===== src/csl_pkg.sv =====
// Shared types and constants for the C subset lexer.
`timescale 1ns / 1ps

package csl_pkg;

  // Token kinds
  localparam logic [4:0] KIND_PUNCT    = 5'd0;
  localparam logic [4:0] KIND_NUMBER   = 5'd1;
  localparam logic [4:0] KIND_IDENT    = 5'd2;
  localparam logic [4:0] KIND_IF       = 5'd3;
  localparam logic [4:0] KIND_ELSE     = 5'd4;
  localparam logic [4:0] KIND_WHILE    = 5'd5;
  localparam logic [4:0] KIND_TYPE     = 5'd6;
  localparam logic [4:0] KIND_RETURN   = 5'd7;
  localparam logic [4:0] KIND_EQ       = 5'd8;
  localparam logic [4:0] KIND_NE       = 5'd9;
  localparam logic [4:0] KIND_SHL      = 5'd10;
  localparam logic [4:0] KIND_SHR      = 5'd11;
  localparam logic [4:0] KIND_INC      = 5'd12;
  localparam logic [4:0] KIND_DEC      = 5'd13;
  localparam logic [4:0] KIND_OPASSIGN = 5'd14;
  localparam logic [4:0] KIND_EOF      = 5'd15;
  localparam logic [4:0] KIND_ERROR    = 5'd16;

  localparam logic [7:0] TYPE_INT  = 8'd0;
  localparam logic [7:0] TYPE_CHAR = 8'd1;

  localparam logic [62:0] NUM_LIMIT = 63'h7FFF_FFFF_FFFF_FFFF;

  localparam int MAX_IDENT_LEN_DEF = 255;
  localparam int POS_WIDTH_DEF     = 16;

  // Bundle queue depth, power of two
  localparam int QDEPTH = 4;

  typedef struct packed {
    logic [4:0]  kind;
    logic [7:0]  detail;
    logic [62:0] num;
    logic [15:0] start;
    logic [7:0]  len;
  } tok_t;

  // Tokens caused by one character, in order, at most three; count is 1 to 3
  typedef struct packed {
    logic [1:0]     count;
    tok_t [2:0]     tok;
  } bundle_t;

endpackage


===== src/csl_queue.sv =====
// Small queue of token bundles between the scanner and the serializer.
`timescale 1ns / 1ps

module csl_queue (
  input  logic              clk,
  input  logic              rst,
  input  logic              push,
  input  csl_pkg::bundle_t  wr_data,
  output logic              full,
  input  logic              pop,
  output logic              empty,
  output csl_pkg::bundle_t  head
);
  import csl_pkg::*;

  localparam int PTR_W = $clog2(QDEPTH);
  localparam int CNT_W = $clog2(QDEPTH + 1);

  bundle_t            store [QDEPTH];
  logic [PTR_W-1:0]   wr_ptr;
  logic [PTR_W-1:0]   rd_ptr;
  logic [CNT_W-1:0]   count;

  assign full  = (count == CNT_W'(QDEPTH));
  assign empty = (count == '0);
  assign head  = store[rd_ptr];

  always_ff @(posedge clk) begin
    if (push) begin
      store[wr_ptr] <= wr_data;
    end
  end

  always_ff @(posedge clk) begin
    if (rst) begin
      wr_ptr <= '0;
      rd_ptr <= '0;
      count  <= '0;
    end else begin
      if (push) begin
        wr_ptr <= wr_ptr + PTR_W'(1);
      end
      if (pop) begin
        rd_ptr <= rd_ptr + PTR_W'(1);
      end
      unique case ({push, pop})
        2'b10:   count <= count + CNT_W'(1);
        2'b01:   count <= count - CNT_W'(1);
        default: count <= count;
      endcase
    end
  end

endmodule


===== src/csl_front.sv =====
// Scanner: consumes one character per cycle while the queue is not full and builds the bundle of tokens it causes.
`timescale 1ns / 1ps

module csl_front #(
  parameter int MAX_IDENT_LEN = csl_pkg::MAX_IDENT_LEN_DEF,
  parameter int POS_WIDTH     = csl_pkg::POS_WIDTH_DEF
) (
  input  logic              clk,
  input  logic              rst,
  input  logic              push,
  input  logic [7:0]        ch,
  input  logic              end_of_text,
  input  logic              q_full,
  output logic              q_push,
  output csl_pkg::bundle_t  q_data
);
  import csl_pkg::*;

  typedef enum logic [1:0] {M_IDLE, M_OP, M_NUM, M_IDENT} mode_t;

  // Keyword bytes reversed: the first character sits in the low byte
  localparam logic [15:0] KW_IF     = "fi";
  localparam logic [31:0] KW_ELSE   = "esle";
  localparam logic [39:0] KW_WHILE  = "elihw";
  localparam logic [23:0] KW_INT    = "tni";
  localparam logic [31:0] KW_CHAR   = "rahc";
  localparam logic [47:0] KW_RETURN = "nruter";

  function automatic logic is_digit(input logic [7:0] c);
    return (c >= "0") && (c <= "9");
  endfunction

  function automatic logic is_letter(input logic [7:0] c);
    return ((c >= "a") && (c <= "z")) || ((c >= "A") && (c <= "Z"));
  endfunction

  function automatic logic is_space(input logic [7:0] c);
    return (c == " ") || ((c >= 8'd9) && (c <= 8'd13));
  endfunction

  function automatic logic is_opassign_lead(input logic [7:0] c);
    return (c == "+") || (c == "-") || (c == "*") || (c == "/") ||
           (c == "%") || (c == "^") || (c == "|") || (c == "&");
  endfunction

  function automatic logic is_lead(input logic [7:0] c);
    return is_opassign_lead(c) || (c == "=") || (c == "!") || (c == "<") || (c == ">");
  endfunction

  function automatic logic is_single_punct(input logic [7:0] c);
    return (c == "(") || (c == ")") || (c == ";") || (c == ",") || (c == "{") ||
           (c == "}") || (c == "?") || (c == ":") || (c == "[") || (c == "]");
  endfunction

  function automatic logic [15:0] pos16(input logic [POS_WIDTH-1:0] p);
    logic [31:0] e;
    e = 32'(p);
    return e[15:0];
  endfunction

  function automatic tok_t make_tok(input logic [4:0] k, input logic [7:0] d,
                                    input logic [62:0] n, input logic [POS_WIDTH-1:0] s,
                                    input logic [7:0] l);
    tok_t t;
    t.kind   = k;
    t.detail = d;
    t.num    = n;
    t.start  = pos16(s);
    t.len    = l;
    return t;
  endfunction

  // Token for whatever is pending in the given scan state
  function automatic tok_t flush_tok(input mode_t m, input logic [7:0] pend,
                                     input logic [POS_WIDTH-1:0] st, input logic [7:0] len,
                                     input logic [62:0] acc, input logic [47:0] pre,
                                     input logic ovf);
    tok_t       t;
    logic [4:0] k;
    logic [7:0] d;
    k = KIND_IDENT;
    d = 8'd0;
    if ((len == 8'd2) && (pre[15:0] == KW_IF)) begin
      k = KIND_IF;
    end else if ((len == 8'd4) && (pre[31:0] == KW_ELSE)) begin
      k = KIND_ELSE;
    end else if ((len == 8'd5) && (pre[39:0] == KW_WHILE)) begin
      k = KIND_WHILE;
    end else if ((len == 8'd3) && (pre[23:0] == KW_INT)) begin
      k = KIND_TYPE;
      d = TYPE_INT;
    end else if ((len == 8'd4) && (pre[31:0] == KW_CHAR)) begin
      k = KIND_TYPE;
      d = TYPE_CHAR;
    end else if ((len == 8'd6) && (pre == KW_RETURN)) begin
      k = KIND_RETURN;
    end
    unique case (m)
      M_IDLE:  t = make_tok(KIND_PUNCT, pend, 63'd0, st, 8'd1);
      M_OP:    t = make_tok(KIND_PUNCT, pend, 63'd0, st, 8'd1);
      M_NUM:   t = make_tok(KIND_NUMBER, 8'd0, acc, st, len);
      M_IDENT: begin
        if (ovf) begin
          t = make_tok(KIND_ERROR, 8'd0, 63'd0, st, len);
        end else begin
          t = make_tok(k, d, 63'd0, st, len);
        end
      end
    endcase
    return t;
  endfunction

  mode_t                 mode, mode_next;
  logic [7:0]            pending_char, pending_char_next;
  logic [POS_WIDTH-1:0]  token_start, token_start_next;
  logic [POS_WIDTH-1:0]  char_index, char_index_next;
  logic [7:0]            ident_len, ident_len_next;
  logic [62:0]           number_acc, number_acc_next;
  logic [47:0]           keyword_prefix, keyword_prefix_next;
  logic                  overflow_flag, overflow_flag_next;

  logic                  take;
  logic [3:0]            digit;
  logic [66:0]           num_sum;
  logic                  gen;
  logic [4:0]            pair_kind;
  logic                  pair_hit;
  tok_t [3:0]            cand;
  logic [3:0]            cand_v;
  logic [2:0]            n_tok;

  assign take    = push && !q_full;
  assign digit   = ch[3:0];
  assign num_sum = 67'({number_acc, 3'b000}) + 67'({number_acc, 1'b0}) + 67'(digit);

  always_comb begin
    pair_hit  = 1'b1;
    pair_kind = KIND_INC;
    priority if ((pending_char == "+") && (ch == "+")) begin
      pair_kind = KIND_INC;
    end else if ((pending_char == "-") && (ch == "-")) begin
      pair_kind = KIND_DEC;
    end else if ((pending_char == "=") && (ch == "=")) begin
      pair_kind = KIND_EQ;
    end else if ((pending_char == "!") && (ch == "=")) begin
      pair_kind = KIND_NE;
    end else if ((pending_char == "<") && (ch == "<")) begin
      pair_kind = KIND_SHL;
    end else if ((pending_char == ">") && (ch == ">")) begin
      pair_kind = KIND_SHR;
    end else begin
      pair_hit = 1'b0;
    end
  end

  always_comb begin
    mode_next           = mode;
    pending_char_next   = pending_char;
    token_start_next    = token_start;
    char_index_next     = char_index;
    ident_len_next      = ident_len;
    number_acc_next     = number_acc;
    keyword_prefix_next = keyword_prefix;
    overflow_flag_next  = overflow_flag;
    gen                 = 1'b0;
    cand                = '0;
    cand_v              = '0;

    // NUL is no character at all
    if (ch != 8'd0) begin
      char_index_next = char_index + POS_WIDTH'(1);
      unique case (mode)
        M_IDLE: gen = 1'b1;
        M_OP: begin
          mode_next = M_IDLE;
          if ((ch == "=") && is_opassign_lead(pending_char)) begin
            // compound assignment: '=' first, then the operator
            cand[0]   = make_tok(KIND_PUNCT, "=", 63'd0, char_index, 8'd1);
            cand[1]   = make_tok(KIND_OPASSIGN, pending_char, 63'd0, token_start, 8'd1);
            cand_v[1:0] = 2'b11;
          end else if (pair_hit) begin
            cand[0]   = make_tok(pair_kind, 8'd0, 63'd0, token_start, 8'd2);
            cand_v[0] = 1'b1;
          end else begin
            cand[0]   = make_tok(KIND_PUNCT, pending_char, 63'd0, token_start, 8'd1);
            cand_v[0] = 1'b1;
            gen       = 1'b1;
          end
        end
        M_NUM: begin
          if (is_digit(ch)) begin
            if (num_sum > 67'(NUM_LIMIT)) begin
              number_acc_next    = NUM_LIMIT;
              overflow_flag_next = 1'b1;
            end else begin
              number_acc_next = num_sum[62:0];
            end
            if (ident_len != 8'd255) begin
              ident_len_next = ident_len + 8'd1;
            end
          end else begin
            cand[0]   = flush_tok(mode, pending_char, token_start, ident_len,
                                  number_acc, keyword_prefix, overflow_flag);
            cand_v[0] = 1'b1;
            mode_next = M_IDLE;
            gen       = 1'b1;
          end
        end
        M_IDENT: begin
          if (is_letter(ch) || is_digit(ch)) begin
            if (ident_len < 8'(MAX_IDENT_LEN)) begin
              for (int i = 0; i < 6; i++) begin
                if (ident_len == 8'(i)) begin
                  keyword_prefix_next[8*i +: 8] = ch;
                end
              end
              ident_len_next = ident_len + 8'd1;
            end else begin
              overflow_flag_next = 1'b1;
            end
          end else begin
            cand[0]   = flush_tok(mode, pending_char, token_start, ident_len,
                                  number_acc, keyword_prefix, overflow_flag);
            cand_v[0] = 1'b1;
            mode_next = M_IDLE;
            gen       = 1'b1;
          end
        end
      endcase

      if (gen && !is_space(ch)) begin
        if (is_single_punct(ch)) begin
          cand[1]   = make_tok(KIND_PUNCT, ch, 63'd0, char_index, 8'd1);
          cand_v[1] = 1'b1;
        end else begin
          token_start_next   = char_index;
          overflow_flag_next = 1'b0;
          if (is_lead(ch)) begin
            mode_next         = M_OP;
            pending_char_next = ch;
          end else if (is_digit(ch)) begin
            mode_next       = M_NUM;
            number_acc_next = 63'(digit);
            ident_len_next  = 8'd1;
          end else if (is_letter(ch)) begin
            mode_next           = M_IDENT;
            keyword_prefix_next = 48'(ch);
            ident_len_next      = 8'd1;
          end else begin
            cand[1]   = make_tok(KIND_ERROR, ch, 63'd0, char_index, 8'd1);
            cand_v[1] = 1'b1;
          end
        end
      end
    end

    if (end_of_text) begin
      // flush from the state left by this character, then eof and clear
      cand[2]   = flush_tok(mode_next, pending_char_next, token_start_next, ident_len_next,
                            number_acc_next, keyword_prefix_next, overflow_flag_next);
      cand_v[2] = (mode_next != M_IDLE);
      cand[3]   = make_tok(KIND_EOF, 8'd0, 63'd0, char_index_next, 8'd0);
      cand_v[3] = 1'b1;
      mode_next           = M_IDLE;
      pending_char_next   = '0;
      token_start_next    = '0;
      char_index_next     = '0;
      ident_len_next      = '0;
      number_acc_next     = '0;
      keyword_prefix_next = '0;
      overflow_flag_next  = 1'b0;
    end
  end

  // Pack the valid candidates into the bundle in order
  always_comb begin
    q_data = '0;
    n_tok  = '0;
    for (int i = 0; i < 4; i++) begin
      if (cand_v[i] && (n_tok < 3'd3)) begin
        q_data.tok[n_tok[1:0]] = cand[i];
        n_tok = n_tok + 3'd1;
      end
    end
    q_data.count = n_tok[1:0];
  end

  assign q_push = take && (n_tok != 3'd0);

  always_ff @(posedge clk) begin
    if (rst) begin
      mode           <= M_IDLE;
      pending_char   <= '0;
      token_start    <= '0;
      char_index     <= '0;
      ident_len      <= '0;
      number_acc     <= '0;
      keyword_prefix <= '0;
      overflow_flag  <= 1'b0;
    end else if (take) begin
      mode           <= mode_next;
      pending_char   <= pending_char_next;
      token_start    <= token_start_next;
      char_index     <= char_index_next;
      ident_len      <= ident_len_next;
      number_acc     <= number_acc_next;
      keyword_prefix <= keyword_prefix_next;
      overflow_flag  <= overflow_flag_next;
    end
  end

endmodule


===== src/csl_back.sv =====
// Serializer: hands out the tokens of the head bundle one per request.
`timescale 1ns / 1ps

module csl_back (
  input  logic              clk,
  input  logic              rst,
  input  logic              q_empty,
  input  csl_pkg::bundle_t  q_head,
  output logic              q_pop,
  input  logic              pop,
  output logic              empty,
  output logic [4:0]        kind,
  output logic [7:0]        detail,
  output logic [62:0]       num_value,
  output logic [15:0]       start_pos,
  output logic [7:0]        tok_length,
  output logic              last_of_run
);
  import csl_pkg::*;

  logic [1:0] sub;
  tok_t       cur;
  logic       take;

  assign empty       = q_empty;
  assign cur         = q_head.tok[sub];
  assign kind        = cur.kind;
  assign detail      = cur.detail;
  assign num_value   = cur.num;
  assign start_pos   = cur.start;
  assign tok_length  = cur.len;
  assign last_of_run = (sub == (q_head.count - 2'd1));

  assign take  = pop && !q_empty;
  assign q_pop = take && last_of_run;

  always_ff @(posedge clk) begin
    if (rst) begin
      sub <= '0;
    end else if (take) begin
      if (last_of_run) begin
        sub <= '0;
      end else begin
        sub <= sub + 2'd1;
      end
    end
  end

endmodule


===== src/c_subset_lexer_top.sv =====
// Top level of the streaming C subset lexer.
`timescale 1ns / 1ps
//
// Input channel: push/full with ch and end_of_text. A character is taken at
// each clock edge with push high and full low, one per cycle at full rate.
// NUL bytes advance nothing; end_of_text flushes the pending token, adds an
// eof token unless it would be a fourth in the bundle, and resets the scanner.
// Result channel: empty/pop. While empty is low the oldest token sits on the
// result ports; it is taken at an edge with pop high. last_of_run marks the
// last token caused by one character.
// A character's tokens are registered in the bundle queue; the serializer reads its head.
// Throughput: one character per cycle in while full is low; one token per cycle
// out while pop is high. A character that causes several tokens (up to three)
// needs one pop per token; the bundle queue (QDEPTH entries) absorbs this.
// When the receiver stalls the queue fills and full rises; nothing is lost.
// Reset: synchronous, clears the scanner state, the queue and the serializer.

module c_subset_lexer_top #(
  parameter int MAX_IDENT_LEN = csl_pkg::MAX_IDENT_LEN_DEF,
  parameter int POS_WIDTH     = csl_pkg::POS_WIDTH_DEF
) (
  input  logic        clk,
  input  logic        rst,
  input  logic        push,
  output logic        full,
  input  logic [7:0]  ch,
  input  logic        end_of_text,
  output logic        empty,
  input  logic        pop,
  output logic [4:0]  kind,
  output logic [7:0]  detail,
  output logic [62:0] num_value,
  output logic [15:0] start_pos,
  output logic [7:0]  tok_length,
  output logic        last_of_run
);
  import csl_pkg::*;

  logic    q_push;
  bundle_t q_data;
  logic    q_full;
  logic    q_pop;
  logic    q_empty;
  bundle_t q_head;

  assign full = q_full;

  csl_front #(
    .MAX_IDENT_LEN (MAX_IDENT_LEN),
    .POS_WIDTH     (POS_WIDTH)
  ) u_front (
    .clk         (clk),
    .rst         (rst),
    .push        (push),
    .ch          (ch),
    .end_of_text (end_of_text),
    .q_full      (q_full),
    .q_push      (q_push),
    .q_data      (q_data)
  );

  csl_queue u_queue (
    .clk     (clk),
    .rst     (rst),
    .push    (q_push),
    .wr_data (q_data),
    .full    (q_full),
    .pop     (q_pop),
    .empty   (q_empty),
    .head    (q_head)
  );

  csl_back u_back (
    .clk         (clk),
    .rst         (rst),
    .q_empty     (q_empty),
    .q_head      (q_head),
    .q_pop       (q_pop),
    .pop         (pop),
    .empty       (empty),
    .kind        (kind),
    .detail      (detail),
    .num_value   (num_value),
    .start_pos   (start_pos),
    .tok_length  (tok_length),
    .last_of_run (last_of_run)
  );

  a_no_push_when_full: assert property (@(posedge clk) disable iff (rst)
    !(q_push && q_full))
    else $error("bundle written into a full queue");

  a_head_not_blank: assert property (@(posedge clk) disable iff (rst)
    !q_empty |-> (q_head.count != 2'd0))
    else $error("queued bundle holds no token");

  a_empty_after_reset: assert property (@(posedge clk)
    (!rst && $past(rst)) |-> empty)
    else $error("result side not empty after reset");

  a_eof_is_last: assert property (@(posedge clk) disable iff (rst)
    (!empty && (kind == KIND_EOF)) |-> last_of_run)
    else $error("eof token not last of its run");

endmodule


===== config.mk =====
export PLATFORM = sky130hd
export DESIGN_NAME = c_subset_lexer_top
export DESIGN_NICKNAME = d
export VERILOG_FILES = /design/src/csl_pkg.sv /design/src/csl_queue.sv /design/src/csl_front.sv /design/src/csl_back.sv /design/src/c_subset_lexer_top.sv
export SDC_FILE = /design/constraint.sdc
export NUM_CORES = 2
export LEC_CHECK = 0
export BUFFER_PORTS_ARGS = -buffer_cell sky130_fd_sc_hd__buf_2
export CELL_PAD_IN_SITES_DETAIL_PLACEMENT = 1
export CELL_PAD_IN_SITES_GLOBAL_PLACEMENT = 1
export CORE_ASPECT_RATIO = 0.5
export CORE_UTILIZATION = 57
export DETAILED_ROUTE_END_ITERATION = 10
export PLACE_DENSITY_LB_ADDON = 0.3
export SYNTH_ARGS = -nofsm -noshare
export SYNTH_HDL_FRONTEND = slang
export SYNTH_SLANG_ARGS = --single-unit
export TNS_END_PERCENT = 5

===== constraint.sdc =====
create_clock -name clk -period 24.4 [get_ports clk]
set_input_delay 1.22 -clock clk [delete_from_list [all_inputs] [get_ports clk]]
set_output_delay 1.22 -clock clk [all_outputs]
set_load 0.01 [all_outputs]

---- After elaboration in Yosys (flattened, before gate mapping) ----
Memory sizes are Yosys's and may differ from the RTL's. A register that Yosys moved wholly into a read port is not among the register bits.
Cells that the tools add are included.
cells by class
  add/sub/neg operators ................... 13
  $lt $le $gt $ge ......................... 20
  equality and inequality tests ........... 69
  multiplexer cells ....................... 159
  reduce and logical (&&, ||, !) cells .... 76
operators by type and width
  cell                                                                                number
  100-bit two-way mux                                                                 16
  300-bit bitwise mux                                                                 3
  300-bit two-way mux                                                                 3
  100-bit demux with 2-bit select                                                     3
  100-bit one-hot mux with 3 select lines                                             2
  63-bit two-way mux                                                                  9
  48-bit two-way mux                                                                  10
  8-bit two-way mux                                                                   30
  8-bit by 6-bit equality test with 1-bit output (second input constant)              27
  100-bit binary-select mux with 2-bit select                                         1
  200-bit two-way mux                                                                 1
  199-bit two-way mux                                                                 1
  32-bit by 31-bit equality test with 1-bit output (second input constant)            4
  99-bit two-way mux                                                                  1
  48-bit by 47-bit equality test with 1-bit output (second input constant)            2
  16-bit two-way mux                                                                  6
  96-bit two-way mux                                                                  1
  40-bit by 39-bit equality test with 1-bit output (second input constant)            2
  5-bit two-way mux                                                                   15
  66-bit by 64-bit adder with 67-bit output                                           1
  67-bit by 4-bit adder with 67-bit output                                            1
  67-bit by 63-bit greater-than comparator with 1-bit output (second input constant)  1
  8-bit by 7-bit equality test with 1-bit output (second input constant)              8
  24-bit by 23-bit equality test with 1-bit output (second input constant)            2
  48 further kinds                                                                    187
word-level totals
  register bits ........................... 171
  RAM bits ................................ 1,208
  input port bits ......................... 13
  output and inout bits ................... 103
  logic and storage cells ................. 350
  memories ................................ 1
memory list
  memory         depth  bits a word  rd ports  clocked after memory_dff  wr ports  line             source
  u_queue.store  4      302          1         1                         1         csl_queue.sv:19  bundle_t store [QDEPTH];

---- Logic depth before layout (Yosys ltp) ----
  depth in word-level cells ............... 31
  mapped depth ............................ 25
  gate-level depth less buffers ........... 22

---- By module ----
Synthesis repeated with hierarchy kept, for this count alone.
unflattened totals
  cell total of the unflattened synthesis .. 4,650
  area, all modules ....................... 64,784.6 sq um
modules (own cells, without submodules)
  module     instances  cells each  area each (sq um)
  csl_queue  1          1,625       44,322.5
  csl_front  1          2,672       18,268.8
  csl_back   1          353         2,193.4

---- Worst setup path after synthesis ----
OpenSTA, ideal clock, no wires.
  path type ............................... in2reg
  start ................................... in ch[7]
  end ..................................... mem u_queue.store[0][0] (netlist bit), enable pin
  library setup time ...................... 0.702 ns
  arrival time ............................ 12.030 ns
  slack ................................... 11.668 ns
  cell stages on the path ................. 19
  path buffers ............................ 6
  cells stage by stage .................... clkbuf_1 nor4bb_1 buf_2 and2_1 buf_2 a21oi_1 and2_1 o21ai_0 clkbuf_1 clkbuf_1 ha_1 o2111ai_2 clkbuf_1 o21ai_0 inv_1 ha_1 nor2_1 a311oi_1 and2_1
on the way
  longest elaborated chain between the ends .. 28
  elaborated cells between the ends (all ways) .. 117
ends and longest elaborated chain
  what                                                                                                     line                      source
  from (decl)                                                                                              c_subset_lexer_top.sv:26  input logic [7:0] ch,
  parallel branches: the longest is 20 deep, another holds 8-bit by 6-bit equality test with 1-bit output  -
  3-bit two-way mux (*)                                                                                    csl_front.sv:280          if (cand_v[i] && (n_tok < 3'd3)) begin
  3-bit by 2-bit < comparator with 1-bit output                                                            csl_front.sv:280
  1-bit logical AND                                                                                        csl_front.sv:280
  3-bit two-way mux (*)                                                                                    csl_front.sv:280
  3-bit nonzero test (*)                                                                                   csl_front.sv:288          assign q_push = take && (n_tok != 3'd0);
  1-bit logical AND (*)                                                                                    csl_front.sv:288
  1-bit two-way mux (*)                                                                                    csl_queue.sv:29           if (push) begin
  1-bit two-way mux (implied by the code) (*)                                                              csl_queue.sv:30           store[wr_ptr] <= wr_data;
  to (decl)                                                                                                csl_queue.sv:19
Mark *: on every way between the ends. The select of a mux whose other input is x is not followed.

---- Final worst setup path ----
  start ................................... in ch[3]
  end ..................................... mem u_queue.store[0][50] (netlist bit), enable pin
The elaborated chain is that of the path after synthesis.

==> run summary <==
Run status -> finished, final reports clean
Endpoint kind of the worst setup timing path -> register
Complex-gate fraction of the synthesized area -> 9.91%
Commonest cells post-synth -> sky130_fd_sc_hd__edfxtp_1, sky130_fd_sc_hd__nor2_1, sky130_fd_sc_hd__nand2_1
Total clock buffers created by CTS -> 116
Number of max-slew violations in the final report -> 0
Clock sink total -> 1381
Synth Area in Adders -> 2.90%
Share of synthesized area spent on multiplexers -> 12.9%
Number of warnings printed during yosys synthesis -> 0
Share of synthesized flip-flops with an asynchronous set or reset -> 0%
Layout overhead on the synthesized area -> 9.63%
Total of hold buffers inserted after clock tree synthesis -> 0
Vias in the first global route -> 45400
Met1 demand-to-capacity share in global routing -> 47.2%
Setup repair after global routing missed its margin -> false
Number of nets in the final layout -> 4803
Slew at the pin with the worst max-slew slack -> 1.40 ns
Worst-case reg-to-reg path depth -> 16
Area leader, netlist -> sky130_fd_sc_hd__edfxtp_1
Fillers -> 10300
Part of the Yosys area used for sequential elements -> 62.1%
Gp weighted congestion -> 0.938
Horiz. Die Dim -> 476 um
Number of antenna violations at the first check in global routing -> 4
Max cap viols -> 0
Highest clock rate -> 107 MHz
Critical path class -> primary input to register
XOR/XNOR share of the synthesized area -> 1.14%
Starting density of the core -> 57.8%
I/O Buffers -> 115
Clock transition at the registers of the reported paths -> 0.06 ns
Bufs and invs on worst path -> 6
Antenna Cells -> 0
Pin count of the biggest net entering global routing -> 135
Clock latency at the later pin of the worst-skew pair -> 0.77 ns
Final critical-path share of the clock period -> 38.4%
Total wirelength of the detailed-routed design -> 201 mm
Number of buffers on the longest clock path -> 3
Worst r2r dst -> u_queue.store[0][50]
Drt wl/cell -> 32.2 um
Simple-gate portion of the synthesized area -> 8.78%
Power density over the cells -> 80.4 mW/mm2
Avg Cell Area, Syn -> 13.8 um2
Kind of cell adding the most delay to the critical path -> buffers and inverters
Area of the die -> 0.114 mm2
Pre-antenna DRT Iters -> 8
Required time reported for the critical path endpoint -> 24.76 ns
Post-synth cell types -> 92
Post-route cell area -> 0.0701 mm2
Top FF cell, synth -> sky130_fd_sc_hd__edfxtp_1
Number of flops mapped to enable cells by yosys -> 1208
DRT antenna net count -> 0
Slowest stage cell, crit path -> sky130_fd_sc_hd__a311oi_1
Routing layer with the top usage in global route -> met2
Crit path DAT -> 9.73 ns
Number of endpoints failing setup at the final stage -> 0
Static Leakage -> 0.0230 uW
Delay of the slowest cell on the worst path -> 1.10 ns
Cells along the critical path -> buf_2 -> clkinv_1 -> nor4b_1 -> o311ai_0 -> nand2_1 -> nor3_2 -> buf_4 -> o21a_1 -> ha_1 -> a21oi_1 -> fa_1 -> ha_1 -> nor2_1 -> a311oi_1 -> and2_4 -> buf_4 -> buf_12 -> buf_4
Met2 Use GR -> 58.3%
Final min period -> 9.37 ns
Post-synthesis sequential element count -> 1381
Maximum fanout count along the critical path -> 132
Flop2flop setup slack -> 15.35 ns
Post-synth top area share -> 56.7%
Source of the worst hold timing path -> u_front.keyword_prefix[12]
Vias post-DR -> 43600
Tot GR Track Use -> 35.5%
Most numerous cell on the critical path -> sky130_fd_sc_hd__buf_4
Final Hold Violating Endpoints -> 0
Leftover overflow at the end of global routing -> 0
Cell Area, Synth -> 0.0640 mm2
Worst ir drop on vdd -> 0.0000701 V
Worst hold path endpoint -> u_front.keyword_prefix[12]
Ratio of cells with drive above 1 in the final layout -> 16.2%
First-pass GRT wire length -> 298 mm
Most frequent cell after synthesis -> sky130_fd_sc_hd__edfxtp_1
Clock tree from TritonCTS -> built
Post-Syn Instances -> 4644
Via density per instance -> 6.99
Placed Area -> 0.0660 mm2
Tightest Hold Check Type -> register to register
Cell chosen for the clock root -> sky130_fd_sc_hd__clkbuf_16
Number of design-rule violations left by the first detailed-router iteration -> 5303
Dominant combinational cell family by area after synthesis -> multiplexers
Post-cts repair resize count -> 0
Core area -> 0.111 mm2
Post-detailed-route DRC marker count -> 0
Post-synth net total -> 4803
Largest cells by area after synthesis -> sky130_fd_sc_hd__edfxtp_1, sky130_fd_sc_hd__mux4_2, sky130_fd_sc_hd__dfxtp_1
DPL Wire Length -> 124 mm
Buffers inserted during post-CTS setup optimization -> 0
Startpoint types -> primary input
Number of cells on the critical path -> 18
Worst Clk Skew -> 0.0328 ns
Met3 demand-to-capacity share in global routing -> 7.24%
Start of the worst register-to-register path -> u_front.pending_char[1]
Aggregate negative setup slack -> 0 ns
Number of primary I/O pins -> 116
Worst Hold Depth -> 2
Die span in y -> 239 um
Util after Layout -> 63.3%
Count of standard-cell rows -> 86
H-tree levels -> 3
Worst slew margin relative to its limit -> 5.94%
where the power goes:
group / total (uW) / internal [uW] / switching (uW)
registers: 2810 / 2750 / 65.1
clock network: 2060 / 1140 / 918
logic: 773 / 290 / 483
total: 5640 / 4170 / 1470
worst reg2reg max path, delay by kind of cell (launching register included):
family	cells	cell delay, ns
mux	1	0.39
fa+ha+maj	2	0.89
simple gates	3	1.30
compound gates	7	2.95
buf+inv	3	2.37
flops	1	0.64
through the flow:
step           worst slack, ns  instances  hold slack [ns]  power, uW
2_1_floorplan            11.67       4644            0.432       3360
3_3_place_gp             14.69       6021            0.448       3560
3_5_place_dp             14.30       6021            0.450       3610
4_1_cts                  15.04       6243            0.462       5650
5_1_grt                  14.69       6244            0.504       5770
6_report                 15.03       6244            0.462       5640
placed cells by master (no fill, tap or decap), drive strengths merged, types with 18 or more instances in the layout:
cell type	netlist	layout
bufinv	0	18
o21ai	375	375
nand4	43	43
mux2i	139	139
clkbuf	247	147
o22ai	19	19
and2	26	26
o211ai	29	29
a21o	28	28
mux4	302	302
edfxtp	1208	1208
a31oi	23	23
nor2b	40	40
a21oi	184	184
a211oi	23	23
nor3	71	71
xor2	37	37
nand3	88	88
or3	20	20
a21boi	26	26
a22oi	119	119
nand2b	26	26
clkinv	2	45
o21a	19	19
dfxtp	173	173
nor2	390	390
xnor2	46	46
inv	46	53
nand2	389	389
buf	77	205
and3	24	24
ha	142	142
a22o	29	29
final cells by class:
class                   instances  area (um2)  area share, %
inverters                      48         180          0.257
clock inverters                75         885           1.26
clock buffers                 147        3250           4.63
repair buffers                206        1290           1.84
multi-input cells            2891       22900           32.7
well taps                    1496        1870           2.67
flip-flops and latches       1381       39800           56.7
cell families after synthesis:
logic type | after synthesis
AOI/OAI and AO/OA | 1005
xor gates and xnor gates | 83
adders and majority gates | 146
buffers and inverters | 372
DFF | 1381
muxes | 445
and+or+nand+nor | 1212
metal layers:
metal / vias to the layer above / wire (um)
met5: - / 46
li1: 18100 / -
met2: 2410 / 97800
met3: 508 / 16900
met4: 8 / 7620
met1: 22600 / 78700
sequential cells by signal, indices dropped and copies added (netlist names), named ones only:
name                    count
u_front.token_start        16
u_front.overflow_flag       1
u_queue.wr_ptr              2
u_front.number_acc         63
u_queue.rd_ptr              2
u_front.ident_len           8
u_front.pending_char        8
u_front.mode                2
u_front.char_index         16
u_back.sub                  2
u_front.keyword_prefix     48
u_queue.count               3
u_queue.store            1208
how the worst max path moves through the flow:
| stage | endpoint | slack, ns | from |
|---|---|---|---|
| 6_report | u_queue.store[0][50] | 15.03 | ch[3] |
| 3_3_place_gp | u_queue.store[0][261] | 14.69 | ch[3] |
| 4_1_cts | u_queue.store[0][50] | 15.04 | ch[3] |
| 5_1_grt | u_queue.store[0][50] | 14.69 | ch[4] |
| 2_1_floorplan | u_queue.store[0][0] | 11.67 | ch[7] |
| 3_5_place_dp | u_queue.store[0][256] | 14.30 | ch[4] |
Power figures use the tool's default switching activity.
